[src/rtl/stt_pkg.sv]
// ----------------------------------------------------------------------------
// stt_pkg
// Shared types and character helpers for the source text tokenizer.
// ----------------------------------------------------------------------------
package stt_pkg;

  localparam int POS_W   = 32;
  localparam int RES_MAX = 4;
  localparam int CNT_W   = 3;
  localparam int Q_DEPTH = 4;
  localparam int Q_PTR_W = 2;

  localparam logic [7:0] CH_NL    = 8'h0A;
  localparam logic [7:0] CH_TAB   = 8'h09;
  localparam logic [7:0] CH_QUOTE = 8'h22;
  localparam logic [7:0] CH_BSL   = 8'h5C;
  localparam logic [7:0] CH_SLASH = 8'h2F;
  localparam logic [7:0] CH_STAR  = 8'h2A;
  localparam logic [7:0] CH_EQ    = 8'h3D;
  localparam logic [7:0] CH_DOT   = 8'h2E;
  localparam logic [7:0] CH_UNDER = 8'h5F;

  typedef enum logic [4:0] {
    TOK_IF = 5'd0, TOK_ELSE, TOK_WHILE, TOK_RETURN, TOK_IDENT, TOK_NUMBER,
    TOK_STRING, TOK_ASSIGN, TOK_EQUAL, TOK_BANG, TOK_NOT_EQUAL, TOK_LESS,
    TOK_LESS_EQUAL, TOK_GREATER, TOK_GREATER_EQUAL, TOK_SLASH, TOK_PLUS,
    TOK_MINUS, TOK_STAR, TOK_SEMI, TOK_LPAREN, TOK_RPAREN, TOK_LBRACE,
    TOK_RBRACE, TOK_ERROR, TOK_EOF
  } tok_e;

  typedef enum logic [1:0] {
    ERR_NONE = 2'd0, ERR_UNEXPECTED = 2'd1, ERR_UNTERMINATED = 2'd2
  } err_e;

  typedef enum logic [3:0] {
    M_IDLE, M_IDENT, M_NUMBER, M_STRING, M_ESCAPE, M_OP, M_LINECOM,
    M_BLOCK, M_BLOCKSTAR
  } mode_e;

  typedef struct packed {
    logic             out_kind;
    logic [7:0]       lexeme_byte;
    tok_e             token_type;
    err_e             error_code;
    logic [POS_W-1:0] line;
    logic [POS_W-1:0] col;
    logic [POS_W-1:0] len;
  } res_t;

  typedef struct packed {
    logic [CNT_W-1:0]          n;
    res_t [RES_MAX-1:0]        res;
  } bundle_t;

  function automatic logic is_alpha(logic [7:0] c);
    return (c >= "a" && c <= "z") || (c >= "A" && c <= "Z");
  endfunction

  function automatic logic is_digit(logic [7:0] c);
    return c >= "0" && c <= "9";
  endfunction

  function automatic logic is_space(logic [7:0] c);
    return c == " " || (c >= 8'd9 && c <= 8'd13);
  endfunction

  function automatic logic is_op(logic [7:0] c);
    return c == "=" || c == "!" || c == "<" || c == ">" || c == "/";
  endfunction

  function automatic tok_e single_op_type(logic [7:0] op);
    tok_e t;
    unique case (op)
      "=":     t = TOK_ASSIGN;
      "!":     t = TOK_BANG;
      "<":     t = TOK_LESS;
      ">":     t = TOK_GREATER;
      default: t = TOK_SLASH;
    endcase
    return t;
  endfunction

  function automatic tok_e double_op_type(logic [7:0] op);
    tok_e t;
    unique case (op)
      "=":     t = TOK_EQUAL;
      "!":     t = TOK_NOT_EQUAL;
      "<":     t = TOK_LESS_EQUAL;
      default: t = TOK_GREATER_EQUAL;
    endcase
    return t;
  endfunction

  function automatic tok_e punct_type(logic [7:0] c);
    tok_e t;
    unique case (c)
      "+":     t = TOK_PLUS;
      "-":     t = TOK_MINUS;
      "*":     t = TOK_STAR;
      ";":     t = TOK_SEMI;
      "(":     t = TOK_LPAREN;
      ")":     t = TOK_RPAREN;
      "{":     t = TOK_LBRACE;
      "}":     t = TOK_RBRACE;
      default: t = TOK_ERROR;
    endcase
    return t;
  endfunction

endpackage

[src/rtl/stt_front.sv]
// ----------------------------------------------------------------------------
// stt_front
// Scanner: takes one item a cycle while take_i is set; builds its results.
// ----------------------------------------------------------------------------
module stt_front import stt_pkg::*; #(
  parameter int LINE_BITS         = 16,
  parameter int COLUMN_BITS       = 16,
  parameter int LENGTH_BITS       = 16,
  parameter int KEYWORD_MAX_CHARS = 6
) (
  input  logic       clk_i,
  input  logic       rst_ni,
  input  logic       take_i,
  input  logic       kind_i,
  input  logic [7:0] char_code_i,
  output logic       push_o,
  output bundle_t    bundle_o
);

  localparam int KIW = $clog2(KEYWORD_MAX_CHARS);

  typedef struct packed {
    mode_e                                mode;
    logic [7:0]                           pend;
    logic [LINE_BITS-1:0]                 line;
    logic [COLUMN_BITS-1:0]               col;
    logic [LINE_BITS-1:0]                 sl;
    logic [COLUMN_BITS-1:0]               sc;
    logic [LENGTH_BITS-1:0]               tl;
    logic                                 dot;
    logic [KEYWORD_MAX_CHARS-1:0][7:0]    kp;
    logic [CNT_W-1:0]                     n;
    res_t [RES_MAX-1:0]                   res;
  } wk_t;

  function automatic wk_t put(wk_t w, logic ok, logic [7:0] b, tok_e ty, err_e er,
                              logic [POS_W-1:0] ln, logic [POS_W-1:0] cl,
                              logic [POS_W-1:0] ls);
    res_t r;
    r.out_kind    = ok;
    r.lexeme_byte = b;
    r.token_type  = ty;
    r.error_code  = er;
    r.line        = ln;
    r.col         = cl;
    r.len         = ls;
    w.res[w.n[1:0]] = r;
    w.n = w.n + CNT_W'(1);
    return w;
  endfunction

  function automatic wk_t emit_byte(wk_t w, logic [7:0] b);
    if (w.tl < LENGTH_BITS'(KEYWORD_MAX_CHARS)) w.kp[w.tl[KIW-1:0]] = b;
    if (w.tl != '1) w.tl = w.tl + LENGTH_BITS'(1);
    return put(w, 1'b0, b, TOK_IF, ERR_NONE, '0, '0, '0);
  endfunction

  function automatic wk_t emit_desc(wk_t w, tok_e ty, err_e er);
    return put(w, 1'b1, 8'd0, ty, er, POS_W'(w.sl), POS_W'(w.sc), POS_W'(w.tl));
  endfunction

  function automatic wk_t finish_ident(wk_t w);
    tok_e ty;
    ty = TOK_IDENT;
    if (w.tl == LENGTH_BITS'(2) && w.kp[0] == "i" && w.kp[1] == "f") ty = TOK_IF;
    if (w.tl == LENGTH_BITS'(4) && w.kp[0] == "e" && w.kp[1] == "l" &&
        w.kp[2] == "s" && w.kp[3] == "e") ty = TOK_ELSE;
    if (w.tl == LENGTH_BITS'(5) && w.kp[0] == "w" && w.kp[1] == "h" &&
        w.kp[2] == "i" && w.kp[3] == "l" && w.kp[4] == "e") ty = TOK_WHILE;
    if (w.tl == LENGTH_BITS'(6) && w.kp[0] == "r" && w.kp[1] == "e" &&
        w.kp[2] == "t" && w.kp[3] == "u" && w.kp[4] == "r" &&
        w.kp[5] == "n") ty = TOK_RETURN;
    return emit_desc(w, ty, ERR_NONE);
  endfunction

  function automatic wk_t dispatch(wk_t w, logic [7:0] c);
    tok_e ty;
    w.mode = M_IDLE;
    if (!is_space(c)) begin
      w.sl = w.line;
      w.sc = w.col;
      w.tl = '0;
      if (c == CH_QUOTE) begin
        w.mode = M_STRING;
      end else if (is_alpha(c) || c == CH_UNDER) begin
        w.mode = M_IDENT;
        w = emit_byte(w, c);
      end else if (is_digit(c)) begin
        w.mode = M_NUMBER;
        w.dot  = 1'b0;
        w = emit_byte(w, c);
      end else if (is_op(c)) begin
        w.mode = M_OP;
        w.pend = c;
      end else begin
        ty = punct_type(c);
        w = emit_byte(w, c);
        w = emit_desc(w, ty, (ty == TOK_ERROR) ? ERR_UNEXPECTED : ERR_NONE);
      end
    end
    return w;
  endfunction

  wk_t st_q, st_d, rst_w;

  always_comb begin
    rst_w      = '0;
    rst_w.mode = M_IDLE;
    rst_w.line = LINE_BITS'(1);
    rst_w.sl   = LINE_BITS'(1);
  end

  always_comb begin
    wk_t w;
    w     = st_q;
    w.n   = '0;
    w.res = '0;
    if (kind_i) begin
      if (w.col != '1) w.col = w.col + COLUMN_BITS'(1);
      case (w.mode)
        M_IDENT:            w = finish_ident(w);
        M_NUMBER:           w = emit_desc(w, TOK_NUMBER, ERR_NONE);
        M_STRING, M_ESCAPE: w = emit_desc(w, TOK_ERROR, ERR_UNTERMINATED);
        M_OP: begin
          w = emit_byte(w, w.pend);
          w = emit_desc(w, single_op_type(w.pend), ERR_NONE);
        end
        default: ;
      endcase
      w = put(w, 1'b1, 8'd0, TOK_EOF, ERR_NONE, POS_W'(w.line), POS_W'(w.col), '0);
      w.mode = rst_w.mode;
      w.pend = rst_w.pend;
      w.line = rst_w.line;
      w.col  = rst_w.col;
      w.sl   = rst_w.sl;
      w.sc   = rst_w.sc;
      w.tl   = rst_w.tl;
      w.dot  = rst_w.dot;
    end else begin
      if (char_code_i == CH_NL) begin
        if (w.line != '1) w.line = w.line + LINE_BITS'(1);
        w.col = '0;
      end else if (w.col != '1) begin
        w.col = w.col + COLUMN_BITS'(1);
      end
      case (w.mode)
        M_IDENT: begin
          if (is_alpha(char_code_i) || is_digit(char_code_i) || char_code_i == CH_UNDER) begin
            w = emit_byte(w, char_code_i);
          end else begin
            w = finish_ident(w);
            w = dispatch(w, char_code_i);
          end
        end
        M_NUMBER: begin
          if (is_digit(char_code_i) || (char_code_i == CH_DOT && !w.dot)) begin
            if (char_code_i == CH_DOT) w.dot = 1'b1;
            w = emit_byte(w, char_code_i);
          end else begin
            w = emit_desc(w, TOK_NUMBER, ERR_NONE);
            w = dispatch(w, char_code_i);
          end
        end
        M_STRING: begin
          if (char_code_i == CH_QUOTE) begin
            w = emit_desc(w, TOK_STRING, ERR_NONE);
            w.mode = M_IDLE;
          end else if (char_code_i == CH_NL) begin
            w = emit_desc(w, TOK_ERROR, ERR_UNTERMINATED);
            w.mode = M_IDLE;
          end else if (char_code_i == CH_BSL) begin
            w.mode = M_ESCAPE;
          end else begin
            w = emit_byte(w, char_code_i);
          end
        end
        M_ESCAPE: begin
          if (char_code_i == "n") w = emit_byte(w, CH_NL);
          else if (char_code_i == "t") w = emit_byte(w, CH_TAB);
          else w = emit_byte(w, char_code_i);
          w.mode = M_STRING;
        end
        M_OP: begin
          if (w.pend == CH_SLASH) begin
            if (char_code_i == CH_SLASH) begin
              w.mode = M_LINECOM;
            end else if (char_code_i == CH_STAR) begin
              w.mode = M_BLOCK;
            end else begin
              w = emit_byte(w, CH_SLASH);
              w = emit_desc(w, TOK_SLASH, ERR_NONE);
              w = dispatch(w, char_code_i);
            end
          end else if (char_code_i == CH_EQ) begin
            w = emit_byte(w, w.pend);
            w = emit_byte(w, CH_EQ);
            w = emit_desc(w, double_op_type(w.pend), ERR_NONE);
            w.mode = M_IDLE;
          end else begin
            w = emit_byte(w, w.pend);
            w = emit_desc(w, single_op_type(w.pend), ERR_NONE);
            w = dispatch(w, char_code_i);
          end
        end
        M_LINECOM: if (char_code_i == CH_NL) w.mode = M_IDLE;
        M_BLOCK:   if (char_code_i == CH_STAR) w.mode = M_BLOCKSTAR;
        M_BLOCKSTAR: begin
          if (char_code_i == CH_SLASH) w.mode = M_IDLE;
          else if (char_code_i != CH_STAR) w.mode = M_BLOCK;
        end
        default: w = dispatch(w, char_code_i);
      endcase
    end
    st_d = w;
  end

  always_ff @(posedge clk_i or negedge rst_ni) begin
    if (!rst_ni) begin
      st_q <= rst_w;
    end else if (take_i) begin
      st_q <= st_d;
    end
  end

  assign bundle_o.n   = st_d.n;
  assign bundle_o.res = st_d.res;
  assign push_o       = take_i && (st_d.n != '0);

endmodule

[src/rtl/stt_fifo.sv]
// ----------------------------------------------------------------------------
// stt_fifo
// Short bundle queue between the scanner and the result sequencer.
// ----------------------------------------------------------------------------
module stt_fifo import stt_pkg::*; (
  input  logic    clk_i,
  input  logic    rst_ni,
  input  logic    push_i,
  input  bundle_t data_i,
  output logic    full_o,
  input  logic    pop_i,
  output logic    valid_o,
  output bundle_t data_o
);

  bundle_t              mem_q [Q_DEPTH];
  logic [Q_PTR_W-1:0]   wr_q, rd_q;
  logic [Q_PTR_W:0]     cnt_q;

  assign full_o  = cnt_q == (Q_PTR_W+1)'(Q_DEPTH);
  assign valid_o = cnt_q != '0;
  assign data_o  = mem_q[rd_q];

  always_ff @(posedge clk_i) begin
    if (push_i) mem_q[wr_q] <= data_i;
  end

  always_ff @(posedge clk_i or negedge rst_ni) begin
    if (!rst_ni) begin
      wr_q  <= '0;
      rd_q  <= '0;
      cnt_q <= '0;
    end else begin
      if (push_i) wr_q <= wr_q + Q_PTR_W'(1);
      if (pop_i)  rd_q <= rd_q + Q_PTR_W'(1);
      cnt_q <= cnt_q + (Q_PTR_W+1)'(push_i) - (Q_PTR_W+1)'(pop_i);
    end
  end

endmodule

[src/rtl/stt_back.sv]
// ----------------------------------------------------------------------------
// stt_back
// Result sequencer: unpacks bundles into single results in an output register.
// ----------------------------------------------------------------------------
module stt_back import stt_pkg::*; (
  input  logic    clk_i,
  input  logic    rst_ni,
  input  logic    head_valid_i,
  input  bundle_t head_i,
  output logic    head_pop_o,
  input  logic    pop_i,
  output logic    valid_o,
  output res_t    res_o,
  output logic    last_o
);

  logic [1:0] idx_q;
  logic       vld_q, last_q;
  res_t       res_q;
  logic       load, is_last;

  assign load       = head_valid_i && (!vld_q || pop_i);
  assign is_last    = {1'b0, idx_q} == (head_i.n - CNT_W'(1));
  assign head_pop_o = load && is_last;

  always_ff @(posedge clk_i or negedge rst_ni) begin
    if (!rst_ni) begin
      vld_q <= 1'b0;
      idx_q <= '0;
    end else begin
      if (load) begin
        vld_q <= 1'b1;
        idx_q <= is_last ? 2'd0 : idx_q + 2'd1;
      end else if (pop_i) begin
        vld_q <= 1'b0;
      end
    end
  end

  always_ff @(posedge clk_i) begin
    if (load) begin
      res_q  <= head_i.res[idx_q];
      last_q <= is_last;
    end
  end

  assign valid_o = vld_q;
  assign res_o   = res_q;
  assign last_o  = last_q;

endmodule

[src/rtl/source_text_tokenizer_unit.sv]
// ----------------------------------------------------------------------------
// source_text_tokenizer_unit
// Streaming lexer for a small C-like language, byte in, lexeme bytes and
// token descriptors out.
// ----------------------------------------------------------------------------
// The scanner takes one item per cycle whenever its four-entry bundle queue
// has room; an item yields zero to four results, which leave one per cycle
// from the output register while pop is held. Sustained throughput is set by
// the single result port: items or results, whichever are more numerous.
// Results pass through the bundle queue, then the output register.
module source_text_tokenizer_unit import stt_pkg::*; #(
  parameter int LINE_BITS         = 16,
  parameter int COLUMN_BITS       = 16,
  parameter int LENGTH_BITS       = 16,
  parameter int KEYWORD_MAX_CHARS = 6
) (
  input  logic                   clk_i,
  input  logic                   rst_ni,
  input  logic                   push,
  output logic                   full,
  input  logic                   kind_i,
  input  logic [7:0]             char_code_i,
  output logic                   empty,
  input  logic                   pop,
  output logic                   out_kind_o,
  output logic [7:0]             lexeme_byte_o,
  output logic [4:0]             token_type_o,
  output logic [1:0]             error_code_o,
  output logic [LINE_BITS-1:0]   start_line_o,
  output logic [COLUMN_BITS-1:0] start_column_o,
  output logic [LENGTH_BITS-1:0] lexeme_length_o,
  output logic                   last_o
);

  logic    take, q_push, q_full, q_valid, q_pop, out_valid, out_pop;
  bundle_t q_in, q_head;
  res_t    res;

  assign take    = push && !q_full;
  assign full    = q_full;
  assign out_pop = pop && out_valid;

  stt_front #(
    .LINE_BITS(LINE_BITS), .COLUMN_BITS(COLUMN_BITS),
    .LENGTH_BITS(LENGTH_BITS), .KEYWORD_MAX_CHARS(KEYWORD_MAX_CHARS)
  ) u_front (
    .clk_i, .rst_ni, .take_i(take), .kind_i, .char_code_i,
    .push_o(q_push), .bundle_o(q_in)
  );

  stt_fifo u_fifo (
    .clk_i, .rst_ni, .push_i(q_push), .data_i(q_in), .full_o(q_full),
    .pop_i(q_pop), .valid_o(q_valid), .data_o(q_head)
  );

  stt_back u_back (
    .clk_i, .rst_ni, .head_valid_i(q_valid), .head_i(q_head), .head_pop_o(q_pop),
    .pop_i(out_pop), .valid_o(out_valid), .res_o(res), .last_o
  );

  assign empty           = !out_valid;
  assign out_kind_o      = res.out_kind;
  assign lexeme_byte_o   = res.lexeme_byte;
  assign token_type_o    = res.token_type;
  assign error_code_o    = res.error_code;
  assign start_line_o    = res.line[LINE_BITS-1:0];
  assign start_column_o  = res.col[COLUMN_BITS-1:0];
  assign lexeme_length_o = res.len[LENGTH_BITS-1:0];

  a_byte_fields_zero: assert property (@(posedge clk_i) disable iff (!rst_ni)
    (!empty && !out_kind_o) |-> (token_type_o == TOK_IF && lexeme_length_o == '0))
    else $error("lexeme byte result carries descriptor fields");

  a_eof_last: assert property (@(posedge clk_i) disable iff (!rst_ni)
    (!empty && out_kind_o && token_type_o == TOK_EOF) |-> last_o)
    else $error("end token not marked last");

  a_err_type: assert property (@(posedge clk_i) disable iff (!rst_ni)
    (!empty && error_code_o != ERR_NONE) |-> token_type_o == TOK_ERROR)
    else $error("error code on non-error token");

  a_no_push_full: assert property (@(posedge clk_i) disable iff (!rst_ni)
    q_full |-> !q_push)
    else $error("bundle pushed into full queue");

endmodule

[config.mk]
export PLATFORM = sky130hd
export DESIGN_NAME = source_text_tokenizer_unit
export DESIGN_NICKNAME = d
export VERILOG_FILES = /design/src/rtl/stt_pkg.sv /design/src/rtl/stt_front.sv /design/src/rtl/stt_fifo.sv /design/src/rtl/stt_back.sv /design/src/rtl/source_text_tokenizer_unit.sv
export SDC_FILE = /design/constraint.sdc
export NUM_CORES = 2
export LEC_CHECK = 0
export BUFFER_PORTS_ARGS = -buffer_cell sky130_fd_sc_hd__buf_2
export CORE_ASPECT_RATIO = 0.6
export CORE_MARGIN = 5
export CORE_UTILIZATION = 50
export CTS_CLUSTER_SIZE = 24
export DETAILED_ROUTE_END_ITERATION = 7
export PLACE_DENSITY_LB_ADDON = 0.12
export SYNTH_ARGS = -nofsm -noshare
export SYNTH_HDL_FRONTEND = slang
export SYNTH_SLANG_ARGS = --single-unit
export TNS_END_PERCENT = 1
[constraint.sdc]
create_clock -name clk_i -period 15.2 [get_ports clk_i]
set_input_delay 0.76 -clock clk_i [delete_from_list [all_inputs] [get_ports clk_i]]
set_output_delay 0.76 -clock clk_i [all_outputs]
set_load 0.05 [all_outputs]
==> flow_metrics.env <==
export IMPL_syn_cell_area_mm2=0.0512
export IMPL_internal_power_w=0.00653
export IMPL_use_met1_pct=46.0
export IMPL_critPathMaxFanout=64
export IMPL_grt_pass1_wl_um=227000
export IMPL_finalMaxSlewViolations=0
export IMPL_busiest_layer="met1"
export IMPL_nFillCells=7932
export IMPL_wl_per_cell_um=31.8
export IMPL_switching_share_pct=32.4
export IMPL_failed_checks="capacitance limit"
export IMPL_grt_antenna_before_repair=9
export IMPL_cp_common_cell="nand2_1"
export IMPL_start_util_pct=50.7
export IMPL_p_total_w=0.00966
export IMPL_firstDrtPassIters=8
export IMPL_required_ns=15.52
export IMPL_switching_power_w=0.00313
export IMPL_io_pins=80
export IMPL_final_cells=4940
export IMPL_power_static_leakage_nw=19.3
export IMPL_cts_tree="built"
export IMPL_regArea_mm2=0.0333
export IMPL_yosys_top_cells_area="edfxtp_1, mux4_2, dfrtp_1, o21ai_0, nand2_1"
export IMPL_synth_edf_count=981
export IMPL_period_share_pct=43.7
export IMPL_fin_skew_ns=0.0423
export IMPL_cts_setup_buffers=0
export IMPL_die_w_um=423
export IMPL_vdd_ir_drop_max_mv=0.145
export IMPL_ys_types=110
export IMPL_power_density_mw_per_mm2=171
export IMPL_hold_violations=0
export IMPL_cts_resized=0
export IMPL_p_seq_share_pct=43.7
export IMPL_die_h_um=258
export IMPL_drt_iter0_drc=4688
export IMPL_dp_cells=4744
export IMPL_worstSkewPairLatency_ns=0.73
export IMPL_max_stage_delay_ns=0.87
export IMPL_avgSynthCellArea_um2=14.7
export IMPL_ant_nets=0
export IMPL_hpwlAfterDp_um=101000
export IMPL_grtUsageMet2_pct=37.1
export IMPL_synth_top_cell_area_share_pct=57.5
export IMPL_crit_type="flip-flop to flip-flop"
export IMPL_track_usage_pct=28.4
export IMPL_drc_errors=0
export IMPL_path_depth=12
export IMPL_clk_pin_slew_ns=0.07
export IMPL_path_delay_family="simple AND/OR/NAND/NOR gates"
export IMPL_synth_nets=3528
export IMPL_synth_flop_cell="edfxtp_1"
export IMPL_h_tree_depth=3
export IMPL_yosysTopAreaCell="edfxtp_1"
export IMPL_setup_viol_count_final=0
export IMPL_crit_chain="or3b_1 -> or3_1 -> nand2_1 -> nand2_1 -> nor2_2 -> nand2_2 -> inv_2 -> nor2_8 -> inv_1 -> o311a_4 -> and2_4 -> buf_4"
export IMPL_avgViaCountPerCell=6.74
export IMPL_r2r_slack_ns=8.56
export IMPL_slew_headroom_pct=0.882
export IMPL_clkPwrFrac_pct=27.5
export IMPL_fmax_mhz=151
export IMPL_syn_to_final_growth_pct=10.3
export IMPL_yosysSeqAreaShare_pct=64.9
export IMPL_nNetsFinal=3550
export IMPL_crit_slowest_cell="buf_4"
export IMPL_drt_wl_total_um=157000
export IMPL_placeableCoreArea_mm2=0.101
export IMPL_stdcell_area_mm2=0.0565
export IMPL_r2r_cells=12
export IMPL_worst_slew_pin_slew_ns=1.48
export IMPL_setup_tns_ns=0
export IMPL_numCtsBuffers=103
export IMPL_grt_overflow=0
export IMPL_postCtsHoldBufs=0
export IMPL_root_buffer="clkbuf_16"
export IMPL_async_flop_share_pct=13.3
export IMPL_max_cap_viol_count=1
export IMPL_rsz0062_at_grt="false"
export IMPL_reg2reg_from="u_front.st_q[585]"
export IMPL_portBuffers=79
export IMPL_place_gp_congestion=0.976
export IMPL_period_needed_ns=6.64
export IMPL_cp_start_kind="flip-flop"
export IMPL_yosys_warnings=0
export IMPL_dpl_instance_area_mm2=0.0530
export IMPL_clock_sinks=1132
export IMPL_multi_input_area_mm2=0.0168
export IMPL_first_global_vias=31900
export IMPL_worstHoldPathType="input pin to asynchronous set/reset pin"
export IMPL_r2r_end="u_fifo.mem_q[3][100]"
export IMPL_p_comb_share_pct=28.7
export IMPL_ys_ff_latch=1132
export IMPL_synth_most_common_cell="edfxtp_1"
export IMPL_synth_common_cells="edfxtp_1, nand2_1, o21ai_0"
export IMPL_worstSetupEndpointType="flip-flop"
export IMPL_clockBufferDepth=3
export IMPL_outcome="finished, violations left"
export IMPL_gr_usage_met3_pct=9.05
export IMPL_path_buf_inv=3
export IMPL_cp_arrival_ns=6.96
export IMPL_die_area_mm2=0.109
export IMPL_startpoint="u_front.st_q[585]"
export IMPL_grt_max_degree=160
export IMPL_num_vias=33300
export IMPL_placementRows=90
export IMPL_syn_inst=3493
export IMPL_endpoint="u_fifo.mem_q[3][100]"
export IMPL_drive_gt1_share_pct=18.8
[layout by cell type, fill, tap and decap left out, types with 46 or more instances in the layout]
cell and count:
buf_2 78, and2_1 46, inv_1 68, mux2i_1 62, a22oi_1 66, mux4_2 268, o22ai_1 63, o21ai_0 279
nand3_1 69, clkbuf_16 105, buf_4 76, edfxtp_1 981, nor3_1 56, a21oi_1 90, dfrtp_1 146, nor2_1 183
nand2_1 321
[power by group through the flow]
stage | sequential (W) | clock, W | combinational, W
after floorplan | 0.00457 | 0 | 0.00170
after global placement | 0.00426 | 0 | 0.00279
after detailed placement | 0.00429 | 0 | 0.00280
after CTS | 0.00423 | 0.00270 | 0.00281
after global routing | 0.00427 | 0.00283 | 0.00294
final | 0.00422 | 0.00266 | 0.00277
[area by class of cell]
| cell class | instances | share of cell area, % |
|---|---|---|
| sequential | 1132 | 58.9 |
| multi-input combinational | 2046 | 29.7 |
| clock buffer | 140 | 4.99 |
| tap | 1334 | 2.96 |
| timing repair buffer | 159 | 1.86 |
| clock inverter | 55 | 1.07 |
| inverter | 73 | 0.494 |
| antenna | 1 | 0.00443 |
[sequential cells by signal, summed over array words and instances, names as in the netlist]
signal	flops
u_fifo.wr_q	2
u_back.idx_q	2
u_fifo.cnt_q	3
u_front.st_q	141
u_back.last_o	1
u_fifo.rd_q	2
u_back.valid_o	1
u_fifo.mem_q	916
u_back.res_o	64
[logic make-up (layout without fill, tap and decap cells)]
kind of cell / count (synthesis) / after routing / share of synthesized area, %
DFF: 1132 / 1132 / 64.9
and+or+nand+nor: 880 / 880 / 8.43
AOI/OAI and AO/OA: 750 / 750 / 9.48
muxes: 344 / 344 / 13.3
buffers and inverters: 315 / 427 / 2.43
xor gates and xnor gates: 50 / 50 / 0.855
adders and majority gates: 22 / 22 / 0.552
other: 0 / 1 / 0
[how the worst min path moves through the flow]
stage	start	end	slack (ns)	depth (start not counted)
floorplan	rst_ni	u_back.idx_q[0]	0.46	0
global placement	u_front.st_q[560]	u_front.st_q[560]	0.49	2
detailed placement	u_front.st_q[527]	u_front.st_q[527]	0.52	2
CTS	rst_ni	u_front.st_q[588]	0.06	1
global route	rst_ni	u_front.st_q[533]	0.10	1
finish	rst_ni	u_front.st_q[570]	0.08	1
[worst reg2reg max path, cell delays in order, from the launching register on]
cell and delay, ns:
dfrtp_1 0.73, or3b_1 0.54, or3_1 0.42, nand2_1 0.50, nand2_1 0.36, nor2_2 0.46, nand2_2 0.43, inv_2 0.32
nor2_8 0.14, inv_1 0.25, o311a_4 0.25, and2_4 0.85, buf_4 0.90
[metal layers]
layer | up-vias | wire [um]
li1 | 13900 | -
met1 | 17300 | 72700
met2 | 1922 | 62700
met3 | 233 | 18400
met4 | 10 | 3030
met5 | - | 74
[per-stage QoR]
step	util, %	setup WS (ns)	hold slack (ns)
final	55.9	8.56	0.0842
after global routing	55.9	8.32	0.100
after CTS	55.9	8.71	0.0639
after detailed placement	52.5	8.61	0.516
after global placement	52.5	8.90	0.486
after floorplan	-	6.68	0.464
No activity file was read; power rests on OpenSTA's default activity.
